File: config.mk
export PLATFORM = sky130hd
export DESIGN_NAME = dust_sensor_frame_parser_unit
export DESIGN_NICKNAME = d
export VERILOG_FILES = /design/src/rtl/dsfp_pkg.sv /design/src/rtl/dsfp_ram.sv /design/src/rtl/dsfp_frame_rx.sv /design/src/rtl/dsfp_drain.sv /design/src/rtl/dust_sensor_frame_parser_unit.sv
export SDC_FILE = /design/constraint.sdc
export NUM_CORES = 1
export LEC_CHECK = 0
export BUFFER_PORTS_ARGS = -buffer_cell sky130_fd_sc_hd__buf_2
export CAP_MARGIN = 20
export CELL_PAD_IN_SITES_DETAIL_PLACEMENT = 0
export CELL_PAD_IN_SITES_GLOBAL_PLACEMENT = 2
export CORE_ASPECT_RATIO = 0.8
export CORE_UTILIZATION = 50
export DETAILED_ROUTE_END_ITERATION = 8
export GPL_TIMING_DRIVEN = 0
export PLACE_DENSITY_LB_ADDON = 0.1
export SKIP_LAST_GASP = 1
export SLEW_MARGIN = 20
export SYNTH_ARGS = -nofsm -noshare
export SYNTH_HDL_FRONTEND = slang
export SYNTH_SLANG_ARGS = --single-unit
File: constraint.sdc
create_clock -name clk_i -period 4.65 [get_ports clk_i]
set_input_delay 0.465 -clock clk_i [delete_from_list [all_inputs] [get_ports clk_i]]
set_output_delay 0.465 -clock clk_i [all_outputs]
set_load 0.03 [all_outputs]
File: src/rtl/dsfp_pkg.sv
package dsfp_pkg;

  // frame layout
  localparam logic [7:0]  HdrFirst    = 8'h42;
  localparam logic [7:0]  HdrSecond   = 8'h4D;
  localparam logic [15:0] GoodLength  = 16'd28;
  localparam logic [4:0]  SumEndPos   = 5'd30;
  localparam logic [4:0]  HdrPos      = 5'd1;
  localparam logic [4:0]  LenPos      = 5'd3;
  localparam logic [4:0]  FirstWrdPos = 5'd5;
  localparam logic [4:0]  LastWrdPos  = 5'd27;
  localparam logic [4:0]  VersionPos  = 5'd28;
  localparam logic [4:0]  ErrCodePos  = 5'd29;
  localparam logic [4:0]  FramePosEnd = 5'd31;

  // result words
  localparam int          NumWords    = 14;
  localparam logic [3:0]  VersionIdx  = 4'd12;
  localparam logic [3:0]  ErrCodeIdx  = 4'd13;
  localparam logic [3:0]  LastIdx     = 4'd13;

  // word store: two banks of NumWords entries
  localparam int          RamDepth    = 2 * NumWords;
  localparam int          RamAw       = $clog2(RamDepth);
  localparam logic [RamAw-1:0] BankOffset = RamAw'(NumWords);

  // status codes
  localparam logic [1:0]  StOk        = 2'd0;
  localparam logic [1:0]  StChecksum  = 2'd1;
  localparam logic [1:0]  StHeader    = 2'd2;
  localparam logic [1:0]  StLength    = 2'd3;

  typedef struct packed {
    logic             en;
    logic [RamAw-1:0] addr;
    logic [15:0]      data;
  } ram_wr_t;

  typedef struct packed {
    logic       valid;
    logic       ok;
    logic [1:0] status;
    logic       bank;
  } frame_end_t;

endpackage

File: src/rtl/dsfp_ram.sv
module dsfp_ram #(
  parameter int Width = 16,
  parameter int Depth = 28
) (
  input  logic                     clk_i,
  input  logic                     wr_en_i,
  input  logic [$clog2(Depth)-1:0] wr_addr_i,
  input  logic [Width-1:0]         wr_data_i,
  input  logic                     rd_en_i,
  input  logic [$clog2(Depth)-1:0] rd_addr_i,
  output logic [Width-1:0]         rd_data_o
);

  logic [Width-1:0] mem_q [Depth];
  logic [Width-1:0] rd_data_q;

  // one write port, one registered read port
  always_ff @(posedge clk_i) begin
    if (wr_en_i) begin
      mem_q[wr_addr_i] <= wr_data_i;
    end
    if (rd_en_i) begin
      rd_data_q <= mem_q[rd_addr_i];
    end
  end

  assign rd_data_o = rd_data_q;

endmodule

File: src/rtl/dsfp_frame_rx.sv
module dsfp_frame_rx (
  input  logic                 clk_i,
  input  logic                 rst_ni,
  input  logic                 accept_i,
  input  logic [7:0]           rx_byte_i,
  output logic                 at_end_o,
  output dsfp_pkg::ram_wr_t    wr_o,
  output dsfp_pkg::frame_end_t end_o
);

  logic [4:0]  pos_q,  pos_d;
  logic [15:0] sum_q,  sum_d;
  logic        hdr_q,  hdr_d;
  logic [15:0] len_q,  len_d;
  logic [7:0]  pend_q, pend_d;
  logic        bank_q, bank_d;
  logic [15:0] pair;
  logic [3:0]  widx;
  logic [1:0]  st;

  assign pair = {pend_q, rx_byte_i};
  assign at_end_o = (pos_q == dsfp_pkg::FramePosEnd);

  // byte position, checksum, header and length tracking
  always_comb begin
    pos_d  = pos_q;
    sum_d  = sum_q;
    hdr_d  = hdr_q;
    len_d  = len_q;
    pend_d = pend_q;
    bank_d = bank_q;
    if (accept_i) begin
      pos_d = pos_q + 5'd1;
      if (pos_q == 5'd0) begin
        sum_d = {8'd0, rx_byte_i};
      end else if (pos_q < dsfp_pkg::SumEndPos) begin
        sum_d = sum_q + {8'd0, rx_byte_i};
      end
      if (pos_q == dsfp_pkg::HdrPos) begin
        hdr_d = (pend_q == dsfp_pkg::HdrFirst) && (rx_byte_i == dsfp_pkg::HdrSecond);
      end
      if (pos_q == dsfp_pkg::LenPos) begin
        len_d = pair;
      end
      if (!pos_q[0]) begin
        pend_d = rx_byte_i;
      end
      if (at_end_o) begin
        bank_d = ~bank_q;
      end
    end
  end

  // word store write, odd positions 5..27 carry the low byte of a data word, 28 and 29 a lone byte
  always_comb begin
    widx = 4'd0;
    wr_o = '0;
    if (pos_q >= dsfp_pkg::FirstWrdPos && pos_q <= dsfp_pkg::LastWrdPos && pos_q[0]) begin
      widx    = pos_q[4:1] - 4'd2;
      wr_o.en = accept_i;
      wr_o.data = pair;
    end else if (pos_q == dsfp_pkg::VersionPos) begin
      widx    = dsfp_pkg::VersionIdx;
      wr_o.en = accept_i;
      wr_o.data = {8'd0, rx_byte_i};
    end else if (pos_q == dsfp_pkg::ErrCodePos) begin
      widx    = dsfp_pkg::ErrCodeIdx;
      wr_o.en = accept_i;
      wr_o.data = {8'd0, rx_byte_i};
    end
    wr_o.addr = bank_q ? (dsfp_pkg::RamAw'(widx) + dsfp_pkg::BankOffset)
                       : dsfp_pkg::RamAw'(widx);
  end

  // frame checks, in order checksum, header, length
  always_comb begin
    if (pair != sum_q) begin
      st = dsfp_pkg::StChecksum;
    end else if (!hdr_q) begin
      st = dsfp_pkg::StHeader;
    end else if (len_q != dsfp_pkg::GoodLength) begin
      st = dsfp_pkg::StLength;
    end else begin
      st = dsfp_pkg::StOk;
    end
    end_o.valid  = accept_i && at_end_o;
    end_o.ok     = (st == dsfp_pkg::StOk);
    end_o.status = st;
    end_o.bank   = bank_q;
  end

  // state registers
  always_ff @(posedge clk_i or negedge rst_ni) begin
    if (!rst_ni) begin
      pos_q  <= '0;
      sum_q  <= '0;
      hdr_q  <= 1'b0;
      len_q  <= '0;
      pend_q <= '0;
      bank_q <= 1'b0;
    end else begin
      pos_q  <= pos_d;
      sum_q  <= sum_d;
      hdr_q  <= hdr_d;
      len_q  <= len_d;
      pend_q <= pend_d;
      bank_q <= bank_d;
    end
  end

endmodule

File: src/rtl/dsfp_drain.sv
module dsfp_drain (
  input  logic                         clk_i,
  input  logic                         rst_ni,
  input  dsfp_pkg::frame_end_t         end_i,
  output logic                         busy_o,
  output logic                         rd_en_o,
  output logic [dsfp_pkg::RamAw-1:0]   rd_addr_o,
  input  logic [15:0]                  rd_data_i,
  output logic                         out_valid_o,
  input  logic                         out_ready_i,
  output logic [3:0]                   word_index_o,
  output logic [15:0]                  word_value_o,
  output logic [1:0]                   status_o,
  output logic                         last_o
);

  typedef struct packed {
    logic [3:0]  idx;
    logic [15:0] value;
    logic [1:0]  st;
    logic        last;
  } item_t;

  // drain job
  logic       job_act_q, job_act_d;
  logic       job_ok_q,  job_ok_d;
  logic [1:0] job_st_q,  job_st_d;
  logic       job_bank_q, job_bank_d;
  logic [3:0] job_idx_q, job_idx_d;

  // read stage, aligned with the memory read data
  logic       s1_vld_q;
  logic [3:0] s1_idx_q;
  logic [1:0] s1_st_q;
  logic       s1_last_q;
  logic       s1_mem_q;

  // two-entry result queue
  item_t      q_mem_q [2];
  logic       q_wp_q, q_rp_q;
  logic [1:0] q_cnt_q, q_cnt_d;

  logic       pop;
  logic       issue;
  logic       is_last;
  logic [1:0] room;
  item_t      push_item;

  assign pop     = out_valid_o && out_ready_i;
  assign room    = q_cnt_q + {1'b0, s1_vld_q} - {1'b0, pop};
  assign issue   = job_act_q && (room < 2'd2);
  assign is_last = !job_ok_q || (job_idx_q == dsfp_pkg::LastIdx);
  assign busy_o  = job_act_q;

  assign rd_en_o   = issue && job_ok_q;
  assign rd_addr_o = job_bank_q ? (dsfp_pkg::RamAw'(job_idx_q) + dsfp_pkg::BankOffset)
                                : dsfp_pkg::RamAw'(job_idx_q);

  // job sequencing
  always_comb begin
    job_act_d  = job_act_q;
    job_ok_d   = job_ok_q;
    job_st_d   = job_st_q;
    job_bank_d = job_bank_q;
    job_idx_d  = job_idx_q;
    if (end_i.valid) begin
      job_act_d  = 1'b1;
      job_ok_d   = end_i.ok;
      job_st_d   = end_i.status;
      job_bank_d = end_i.bank;
      job_idx_d  = 4'd0;
    end else if (issue) begin
      job_idx_d = job_idx_q + 4'd1;
      if (is_last) begin
        job_act_d = 1'b0;
      end
    end
  end

  // item leaving the read stage
  always_comb begin
    push_item.idx   = s1_idx_q;
    push_item.value = s1_mem_q ? rd_data_i : 16'd0;
    push_item.st    = s1_st_q;
    push_item.last  = s1_last_q;
    q_cnt_d = q_cnt_q + {1'b0, s1_vld_q} - {1'b0, pop};
  end

  // control registers
  always_ff @(posedge clk_i or negedge rst_ni) begin
    if (!rst_ni) begin
      job_act_q <= 1'b0;
      s1_vld_q  <= 1'b0;
      q_wp_q    <= 1'b0;
      q_rp_q    <= 1'b0;
      q_cnt_q   <= '0;
    end else begin
      job_act_q <= job_act_d;
      s1_vld_q  <= issue;
      q_cnt_q   <= q_cnt_d;
      if (s1_vld_q) begin
        q_wp_q <= ~q_wp_q;
      end
      if (pop) begin
        q_rp_q <= ~q_rp_q;
      end
    end
  end

  // payload registers
  always_ff @(posedge clk_i) begin
    job_ok_q   <= job_ok_d;
    job_st_q   <= job_st_d;
    job_bank_q <= job_bank_d;
    job_idx_q  <= job_idx_d;
    if (issue) begin
      s1_idx_q  <= job_ok_q ? job_idx_q : 4'd0;
      s1_st_q   <= job_st_q;
      s1_last_q <= is_last;
      s1_mem_q  <= job_ok_q;
    end
    if (s1_vld_q) begin
      q_mem_q[q_wp_q] <= push_item;
    end
  end

  assign out_valid_o  = (q_cnt_q != 2'd0);
  assign word_index_o = q_mem_q[q_rp_q].idx;
  assign word_value_o = q_mem_q[q_rp_q].value;
  assign status_o     = q_mem_q[q_rp_q].st;
  assign last_o       = q_mem_q[q_rp_q].last;

endmodule

File: src/rtl/dust_sensor_frame_parser_unit.sv
// 32-byte particle sensor frame parser.
// Input channel: one received byte per beat (rx_byte_i, in_valid_i/in_ready_o).
// Output channel: decoded results (word_index_o, word_value_o, status_o, last_o)
// with out_valid_o/out_ready_i. A good frame gives 14 beats: twelve data
// words, version and sensor error code, last_o on the final one. A bad frame
// gives a single beat with the first failing check in status_o.
// Throughput: one input byte per cycle unless held off at byte 31. Data words
// go into a two-bank word RAM as they arrive; after byte 31 the finished bank
// is read out one word per cycle while the output does not stall, while the
// next frame fills the other bank. Accepting byte 31 starts the readout; each
// result passes the job registers, the RAM read stage and the result queue.
// Back-pressure: a two-entry result queue absorbs output stalls; the input is
// held off only at byte 31 of a frame while the previous frame's readout has
// not issued its last item.
// Reset: byte position returns to frame start, sums and checks clear, the
// result queue empties. Word RAM contents are not cleared.
module dust_sensor_frame_parser_unit (
  input  logic        clk_i,
  input  logic        rst_ni,
  input  logic        in_valid_i,
  output logic        in_ready_o,
  input  logic [7:0]  rx_byte_i,
  output logic        out_valid_o,
  input  logic        out_ready_i,
  output logic [3:0]  word_index_o,
  output logic [15:0] word_value_o,
  output logic [1:0]  status_o,
  output logic        last_o
);

  logic                       accept;
  logic                       at_end;
  logic                       busy;
  dsfp_pkg::ram_wr_t          wr;
  dsfp_pkg::frame_end_t       frm_end;
  logic                       rd_en;
  logic [dsfp_pkg::RamAw-1:0] rd_addr;
  logic [15:0]                rd_data;

  // hold the closing byte until the previous readout has been issued
  assign in_ready_o = !(at_end && busy);
  assign accept     = in_valid_i && in_ready_o;

  dsfp_frame_rx u_frame_rx (
    .clk_i     (clk_i),
    .rst_ni    (rst_ni),
    .accept_i  (accept),
    .rx_byte_i (rx_byte_i),
    .at_end_o  (at_end),
    .wr_o      (wr),
    .end_o     (frm_end)
  );

  dsfp_ram #(
    .Width (16),
    .Depth (dsfp_pkg::RamDepth)
  ) u_word_ram (
    .clk_i     (clk_i),
    .wr_en_i   (wr.en),
    .wr_addr_i (wr.addr),
    .wr_data_i (wr.data),
    .rd_en_i   (rd_en),
    .rd_addr_i (rd_addr),
    .rd_data_o (rd_data)
  );

  dsfp_drain u_drain (
    .clk_i        (clk_i),
    .rst_ni       (rst_ni),
    .end_i        (frm_end),
    .busy_o       (busy),
    .rd_en_o      (rd_en),
    .rd_addr_o    (rd_addr),
    .rd_data_i    (rd_data),
    .out_valid_o  (out_valid_o),
    .out_ready_i  (out_ready_i),
    .word_index_o (word_index_o),
    .word_value_o (word_value_o),
    .status_o     (status_o),
    .last_o       (last_o)
  );

endmodule

---- Word level (Yosys, flattened, before mapping) ----
Memories as Yosys holds them, arrays and structs flattened. A register that Yosys moved wholly into a read port is not among the register bits.
Index checks and enable logic that the tools add are counted.
W data, S select, Z words.
operators by class
  reductions and logical operators ........ 24
  order comparisons ....................... 4
  bitwise gates (word level) .............. 4
  eq/ne operators ......................... 10
  $add $sub $neg .......................... 8
  multiplexer cells ....................... 24
operators by type and width
  kind                   number
  $mux W16               5
  $add A16 B8 Y16        1
  $eq A8 B7 Y1 const B   2
  $ne A16 B16 Y1         1
  $ne A16 B5 Y1 const B  1
  $eq A5 B5 Y1 const B   3
  $mux W4                3
  $reduce_and A2 Y1      6
  $add A4 B4 Y5 const B  2
  $mux W1                10
  $mux W5                2
  $logic_and A1 B1 Y1    9
  $mux W8                1
  $reduce_bool A2 Y1     4
  $mux W2                3
  $add A5 B1 Y5 const B  1
  $eq A5 B1 Y1 const B   1
  $eq A5 B2 Y1 const B   1
  $ge A5 B3 Y1 const B   1
  $le A5 B5 Y1 const B   1
  $logic_not A5 Y1       1
  $lt A5 B5 Y1 const B   1
  $add A4 B1 Y4 const B  1
  $eq A4 B4 Y1 const B   1
  other kinds (8)        12
word-level totals
  output and inout port bits .............. 25
  logic and storage cells ................. 95
  input port bits ......................... 12
  register bits after elaboration ......... 69
  RAM bits ................................ 494
  memories kept ........................... 2
memories
  memory            depth  width  rd ports  clocked after memory_dff  write ports  RTL line          RTL
  u_word_ram.mem_q  28     16     1         1                         1            dsfp_ram.sv:14    logic [Width-1:0] mem_q [Depth];
  u_drain.q_mem_q   2      23     1         0                         1            dsfp_drain.sv:39  item_t q_mem_q [2];

---- Longest topological paths before layout ----
Gate-level depths: netlist of the first run.
  depth after elaboration ................. 9
  mapped depth ............................ 11
  gate-level depth less buffers ........... 11

---- Hierarchy ----
A second synthesis of the first run with hierarchy kept.
second synthesis, totals
  cells, all modules ...................... 1401
  area total of the unflattened synthesis .. 23891.7 µm²
modules (own cells, without submodules)
  module                         instances  seq. area each (µm²)  area an instance (µm²)  cells each
  dsfp_ram                       1          13933.4               18106.1                 927
  dsfp_frame_rx                  1          1176.1                3042.9                  309
  dsfp_drain                     1          1971.9                2731.4                  163
  dust_sensor_frame_parser_unit  1          0.0                   11.3                    2

---- Worst setup path before layout of the first run ----
Ideal clock, no wire load.
  path type ............................... flip-flop to flip-flop
  from .................................... register u_drain.q_cnt_q[1]
  to ...................................... register u_word_ram.rd_data_q[0] (netlist: u_word_ram.rd_data_o[0]), read port of u_word_ram.mem_q, enable pin
  period minus slack after synthesis ...... 3248 ps
  library setup time ...................... 374 ps
  stages on the path, launching flop included .. 10
  buffers on the path ..................... 0
  arrival ................................. 2874 ps
  path slack .............................. 1402 ps
  cells stage by stage .................... dfrtp_1 -> or2_2 -> and2_1 -> ha_1 -> inv_1 -> ha_1 -> xnor2_1 -> xnor2_1 -> nor2_1 -> and2_1
between the ends
  word-level cells in the longest chain between the ends .. 6
  elaborated cells between the ends (all ways) .. 7
  classes of those cells .................. 2 x add/sub; 1 x order compare; 4 x reduce/logical
ends and longest elaborated chain
  element                 RTL line                             RTL
  from (decl)             dsfp_drain.sv:41                     logic [1:0] q_cnt_q, q_cnt_d;
  from (signal assigned)  dsfp_drain.sv:100                    q_cnt_q <= q_cnt_d;
  $reduce_bool A2 Y1      dsfp_drain.sv:127                    assign out_valid_o = (q_cnt_q != 2'd0);
  via out_valid_o         dust_sensor_frame_parser_unit.sv:23  output logic out_valid_o,
  $logic_and A1 B1 Y1     dsfp_drain.sv:49                     assign pop = out_valid_o && out_ready_i;
  via u_drain.pop         dsfp_drain.sv:43                     logic pop;
  $sub A2 B1 Y2           -
  via u_drain.q_cnt_d[1]  dsfp_drain.sv:41
  $lt A2 B2 Y1            dsfp_drain.sv:51                     assign issue = job_act_q && (room < 2'd2);
  $logic_and A1 B1 Y1     dsfp_drain.sv:51
  via u_drain.issue       dsfp_drain.sv:44                     logic issue;
  $logic_and A1 B1 Y1     dsfp_drain.sv:55                     assign rd_en_o = issue && job_ok_q;
  via rd_en               dust_sensor_frame_parser_unit.sv:36  logic rd_en;
  to (decl)               dsfp_ram.sv:15                       logic [Width-1:0] rd_data_q;
The timed path passes the listed nets, and every way through them passes these cells.
A chain may end at the register's enable or synchronous reset.

---- Worst setup path in the final report of the first run ----
  from .................................... register u_frame_rx.pos_q[1]
  to ...................................... memory u_word_ram.mem_q[11][1], enable pin
between the ends
  word-level cells in the longest chain between the ends .. 9
  elaborated cells between the ends (all ways) .. 21
  classes of those cells .................. 2 x add/sub; 2 x order compare; 3 x eq/ne; 9 x mux; 5 x reduce/logical
ends and longest elaborated chain
  element                                                               RTL line              RTL
  from (decl)                                                           dsfp_frame_rx.sv:11   logic [4:0] pos_q, pos_d;
  from (signal assigned)                                                dsfp_frame_rx.sv:102  pos_q <= pos_d;
  parallel branches: the longest is 9 deep, another holds $ge A5 B3 Y1  -
  to (decl)                                                             dsfp_ram.sv:14
Several ways; the timed one is not identified.

==> results.sh, run 1 <==
export IMPL_outcome="completed"
export IMPL_grt_pass1_wl_um=81200
export IMPL_synthFlopType="edfxtp_1"
export IMPL_setup_violations=0
export IMPL_finClkSkew_ns=0.0141
export IMPL_crit_fanout=10
export IMPL_cts_root_buf="clkbuf_16"
export IMPL_ctsResizeCount=0
export IMPL_vdd_ir_drop_max_mv=0.428
export IMPL_globalRouteTotalUtil_pct=23.9
export IMPL_critPathTopFamily="simple AND/OR/NAND/NOR gates"
export IMPL_critPathKind="reg -> reg"
export IMPL_yosysSeqAreaShare_pct=73.4
export IMPL_drc=0
export IMPL_final_cells=2048
export IMPL_rsz0062_at_grt="false"
export IMPL_postRouteAntennaNets=0
export IMPL_power_density_nw_per_um2=644
export IMPL_first_iter_violations=1147
export IMPL_path_buf_inv=3
export IMPL_hold_path_class="in -> reg"
export IMPL_tightest_slew_ns=1.14
export IMPL_cts_tree="built"
export IMPL_finalHoldViolCount=0
export IMPL_final_common_cell="edfxtp_1"
export IMPL_area_growth_pct=13.7
export IMPL_die_area_um2=47400
export IMPL_syn_nets=1301
export IMPL_fp_dieW_um=243
export IMPL_numCtsBuffers=56
export IMPL_vias_per_cell=5.93
export IMPL_timing_hold_ws_ns=0.186
export IMPL_slowest_stage="nor2_2"
export IMPL_num_rows=70
export IMPL_drv_slew=0
export IMPL_synth_area_um2=23300
export IMPL_ys_ff_latch=579
export IMPL_antenna_found_initial=6
export IMPL_worstPathRequired_ns=4.97
export IMPL_pre_cts_ws_ns=0.738
export IMPL_synth_warnings=0
export IMPL_grt_pass1_vias=12100
export IMPL_grt_max_degree=54
export IMPL_gp_congestion=0.844
export IMPL_synthCells=1265
export IMPL_wl_per_cell_um=26.9
export IMPL_period_needed_ns=3.92
export IMPL_power_leakage_nw=8.89
export IMPL_final_nets=1424
export IMPL_worstSetupStartpointType="flip-flop"
export IMPL_layout_drive_gt1_share_pct=25.5
export IMPL_setup_slack_ns=0.734
export IMPL_arrival_ns=4.23
export IMPL_cp_slowest_stage_delay_ns=0.69
export IMPL_dr_total_vias=12100
export IMPL_ctsLongestPathBuffers=3
export IMPL_synthArstFlopShare_pct=9.15
export IMPL_place_inst=1941
export IMPL_cp_end_kind="flip-flop"
export IMPL_die_h_um=195
export IMPL_grt_ovfl_total=0
export IMPL_layout_common_cells="edfxtp_1 (522), mux4_2 (91), nand2_1 (71)"
export IMPL_path_cells="ha_1, and2_1, ha_1, nand2_1, and2_1, clkbuf_1, clkbuf_1, nand2_1, nor2_2, buf_6"
export IMPL_cts_setup_buffers=0
export IMPL_start_util_pct=50.8
export IMPL_clkLatencyLatePin_ns=0.61
export IMPL_cts_clk_slew_worst_paths_ns=0.06
export IMPL_setup_tns_ns=0
export IMPL_clkSinkCount=579
export IMPL_synth_distinct_cells=64
export IMPL_io_buffers=36
export IMPL_dpl_hpwl_um=37200
export IMPL_cap_violations=0
export IMPL_drt_pass1_iter_count=5
export IMPL_cts_max_level=2
export IMPL_synth_edf_count=522
export IMPL_syn_area_per_cell_um2=18.4
export IMPL_fmax_mhz=255
export IMPL_fin_crit_sh_pct=84.2
export IMPL_ctsHoldBuffers=1
export IMPL_ios=37
export IMPL_core_area_um2=45800
export IMPL_relSlewSlack_pct=23.6
export IMPL_finalWirelength_um=55200
## kinds of logic (layout without fill, tap and decap cells)
logic type	Yosys count	count (layout)	share of synthesized area, %
AO/OA/AOI/OAI	146	146	4.52
XOR/XNOR	29	29	1.20
adder cells (fa/ha/maj)	24	24	1.32
buffers and inverters	79	248	1.77
flip-flops	579	579	73.4
multiplexers	165	165	12.6
other	0	2	0
AND/OR/NAND/NOR	243	243	5.19
## registers in the layout, indices dropped and copies added (netlist names), 2 cells and up
name	count
u_frame_rx.pend_q	8
u_drain.s1_idx_q	4
u_drain.q_cnt_q	2
u_word_ram.rd_data_o	16
u_drain.job_st_q	2
u_drain.s1_st_q	2
u_drain.job_idx_q	4
u_frame_rx.len_q	16
u_drain.q_mem_q	46
u_frame_rx.sum_q	16
u_word_ram.mem_q	448
u_frame_rx.pos_q	5
## report_power, final
part           internal [mW]  total [mW]  switching (mW)
sequential              6.84        7.13           0.292
combinational           1.98        5.53            3.55
clock                   2.44        4.36            1.92
total                   11.3        17.0            5.77
## path summary, 6_finish.rpt
| check | startpoint | to | slack (ns) | depth (start not counted) |
|---|---|---|---|---|
| setup / recovery | u_frame_rx.pos_q[1] | u_word_ram.mem_q[11][1] | 0.73 | 10 |
| hold / removal | out_ready_i | u_drain.q_rp_q | 0.19 | 3 |
| setup reg to reg | u_frame_rx.pos_q[1] | u_word_ram.mem_q[11][1] | 0.73 | 10 |
| hold reg to reg | u_drain.job_st_q[1] | u_drain.s1_st_q[1] | 0.42 | 0 |
| max in group asynchronous | rst_ni | u_drain.q_rp_q | 3.70 | 2 |
| min in group asynchronous | rst_ni | u_frame_rx.sum_q[5] | 0.44 | 2 |
## worst reg2reg max path: stages (launching register included)
cell	delay, ns
dfrtp_1	0.45
ha_1	0.26
and2_1	0.18
ha_1	0.26
nand2_1	0.14
and2_1	0.14
clkbuf_1	0.34
clkbuf_1	0.41
nand2_1	0.48
nor2_2	0.70
buf_6	0.26
## metrics by stage
| stage | instance area [um^2] | power, mW | util, % |
|---|---|---|---|
| after floorplan | 23300 | 10.7 | - |
| after global placement | 24200 | 12.6 | 52.9 |
| after detailed placement | 24700 | 12.8 | 53.9 |
| after CTS | 26400 | 17.2 | 57.7 |
| after global routing | 26400 | 17.8 | 57.7 |
| final | 26500 | 17.0 | 57.7 |
## per-layer routing
layer | track usage, % | part of all wire (%) | vias up
li1 | - | - | 5342
met4 | 6.41 | 2.1 | 6
met3 | 6.85 | 8.2 | 83
met2 | 35.0 | 45 | 372
met1 | 35.0 | 45 | 6335
met5 | 0 | 0.078 | -
## final cells by class
cell class	count	area [um^2]
inverter	18	67.6
tap	612	766
antenna	2	5.00
multi-input combinational	607	5880
timing repair buffer	65	557
clock inverter	35	300
fill	3470	19400
sequential	579	17100
clock buffer	69	1450
buffer	61	344
## cells in the mapped netlist, types with 19 or more instances
library cell / number / area, um^2
a21oi_1: 19 / 95.1
a22oi_1: 30 / 225
and2_1: 46 / 288
buf_2: 23 / 115
clkbuf_1: 25 / 93.8
dfrtp_1: 53 / 1330
edfxtp_1: 522 / 15700
ha_1: 23 / 288
mux2_2: 47 / 529
mux2i_1: 22 / 220
mux4_2: 91 / 2050
nand2_1: 71 / 267
nor2_1: 53 / 199
(Power assumes the default switching activity.)
==> run 2: changes to the inputs <==
--- a/config.mk
+++ b/config.mk
@@ -10,7 +10,7 @@
 export CELL_PAD_IN_SITES_DETAIL_PLACEMENT = 0
 export CELL_PAD_IN_SITES_GLOBAL_PLACEMENT = 2
 export CORE_ASPECT_RATIO = 0.8
-export CORE_UTILIZATION = 50
+export CORE_UTILIZATION = 49
 export DETAILED_ROUTE_END_ITERATION = 8
 export GPL_TIMING_DRIVEN = 0
 export PLACE_DENSITY_LB_ADDON = 0.1
==> constraint.sdc (replaced) <==
create_clock -name clk_i -period 3.9 [get_ports clk_i]
set_input_delay 0.39 -clock clk_i [delete_from_list [all_inputs] [get_ports clk_i]]
set_output_delay 0.39 -clock clk_i [all_outputs]
set_load 0.03 [all_outputs]
==> results.sh, run 2 (synthesis gave the netlist of run 1 again) <==
export IMPL_outcome="completed"
export IMPL_relSlewSlack_pct=22.8
export IMPL_wl_per_cell_um=26.9
export IMPL_hold_end="u_frame_rx.sum_q[4]"
export IMPL_largest_reg_flops=448
export IMPL_dpl_hpwl_um=36800
export IMPL_wl_met3_um=3170
export IMPL_post_dp_cell_area_um2=24700
export IMPL_gp_congestion=0.791
export IMPL_critPathKind="reg -> reg"
export IMPL_io_buffers=36
export IMPL_grt_ovfl_total=0
export IMPL_vdd_ir_drop_max_mv=0.380
export IMPL_pre_cts_ws_ns=-0.0477
export IMPL_cts_root_buf="clkbuf_16"
export IMPL_area_growth_pct=14.2
export IMPL_grt_pass1_wl_um=81200
export IMPL_finalWirelength_um=55200
export IMPL_clkSinkCount=579
export IMPL_top_regs="u_word_ram.mem_q (448), u_drain.q_mem_q (46)"
export IMPL_rr_worst_depth=8
export IMPL_r2r_slack_ns=0.11
export IMPL_rsz0062_at_grt="true"
export IMPL_cp_end_kind="flip-flop"
export IMPL_highest_layer="met5"
export IMPL_power_leakage_nw=8.90
export IMPL_r2r_end="u_word_ram.rd_data_o[4]"
export IMPL_die_h_um=197
export IMPL_clkLatencyLatePin_ns=0.62
export IMPL_die_area_um2=48400
export IMPL_hold_path_class="in -> reg"
export IMPL_num_rows=71
export IMPL_cts_tree="built"
export IMPL_drc=0
export IMPL_cap_violations=0
export IMPL_ctsLongestPathBuffers=3
export IMPL_core_area_um2=46900
export IMPL_start_util_pct=49.6
export IMPL_worstSetupStartpointType="flip-flop"
export IMPL_met1_length_um=25700
export IMPL_drt_pass1_iter_count=5
export IMPL_setup_violations=0
export IMPL_tightest_slew_ns=1.16
export IMPL_wl_met2_um=25600
export IMPL_fin_crit_sh_pct=97.1
export IMPL_globalRouteTotalUtil_pct=23.5
export IMPL_arrival_ns=4.08
export IMPL_finalHoldViolCount=0
export IMPL_fill_cells=3586
export IMPL_crit_fanout=10
export IMPL_vias_per_cell=5.84
export IMPL_setup_slack_ns=0.114
export IMPL_holdPathStages=3
export IMPL_first_iter_violations=965
export IMPL_finClkSkew_ns=0.0239
export IMPL_grt_pass1_vias=11900
export IMPL_postRouteAntennaNets=0
export IMPL_numCtsBuffers=56
export IMPL_final_common_cell="edfxtp_1"
export IMPL_n_antenna_cell=0
export IMPL_period_needed_ns=3.79
export IMPL_drv_slew=0
export IMPL_fmax_mhz=264
export IMPL_r2r_start="u_drain.job_idx_q[2]"
export IMPL_cts_clk_slew_worst_paths_ns=0.06
export IMPL_min_from="rx_byte_i[4]"
export IMPL_power_density_nw_per_um2=769
export IMPL_final_nets=1423
export IMPL_grt_max_degree=54
export IMPL_regMostFlops="u_word_ram.mem_q"
export IMPL_worstPathRequired_ns=4.20
export IMPL_fp_dieW_um=246
export IMPL_dr_total_vias=12000
export IMPL_final_cell_area_um2=26600
export IMPL_antenna_found_initial=2
export IMPL_layout_drive_gt1_share_pct=26.0
export IMPL_layout_common_cells="edfxtp_1 (522), mux4_2 (91), nand2_1 (71)"
export IMPL_ios=37
export IMPL_cts_max_level=2
## run 2: cell count changes in the layout (fill, tap and decap cells not counted), sizes merged
| cell | change |
|---|---|
| diode | -2 |
| clkinv | -2 |
| clkbuf | +4 |
| inv | -2 |
| buf | -1 |
| clkinvlp | +2 |
## run 2: through the flow
step	hold WS [ns]	power (mW)	setup TNS, ns	cells	utilization [%]
after floorplan	0.0944	12.8	0	1265	-
after global placement	0.409	15.1	-191.72	1921	51.6
after detailed placement	0.412	15.3	-0.0686	1948	52.6
after CTS	0.0743	20.5	0	2055	56.5
after global routing	0.114	21.3	-6.49	2055	56.6
final	0.103	20.4	0	2055	56.6
## run 2: how the worst max path moves through the flow
stage,from,cells after the start,slack [ns],end
after global placement,u_frame_rx.pos_q[1],9,-0.56,u_word_ram.mem_q[20][8]
after global routing,u_frame_rx.pos_q[1],10,-0.12,u_word_ram.mem_q[5][9]
after floorplan,u_drain.q_cnt_q[1],9,0.65,u_word_ram.rd_data_o[0]
final,u_drain.job_idx_q[2],8,0.11,u_word_ram.rd_data_o[4]
after CTS,u_frame_rx.pos_q[1],10,0.03,u_word_ram.mem_q[8][6]
after detailed placement,u_drain.job_idx_q[2],8,-0.05,u_word_ram.rd_data_o[6]
## run 2: critical path, cell delays in order (launching register included)
cell	delay, ns
dfxtp_1	0.52
inv_1	0.17
ha_1	0.34
a21oi_2	0.36
buf_2	0.38
buf_2	0.41
mux4_2	0.37
a22oi_1	0.57
o311ai_1	0.33
## run 2: cell type report
class,instances,area [um^2],share of cell area (%)
flip-flops and latches,579,17100,64.3
multi-input cells,607,5970,22.5
clock buffers,73,1510,5.67
well taps,620,776,2.92
repair buffers,64,534,2.01
plain buffers,61,344,1.30
clock inverters,33,288,1.08
inverters,18,67.6,0.254
## run 2: report_power, final
group          total, mW  switching, mW  internal (mW)
combinational       6.64           4.26           2.38
sequential          8.50          0.345           8.16
clock               5.28           2.29           2.99
## run 2: layer usage
metal | GRT usage, % | up-vias
met5 | 0 | -
met4 | 4.99 | 2
met3 | 4.25 | 54
met2 | 35.4 | 302
met1 | 36.0 | 6319
li1 | - | 5330
## run 2: what timing repair did
item                                   in CTS  in global routing
gates resized for setup                     2                 14
hold buffers                                1                  0
buffers inserted                            0                  0
pin swaps                                   0                  0
setup endpoints to repair                   2                122
endpoints found under the hold margin      53                  0
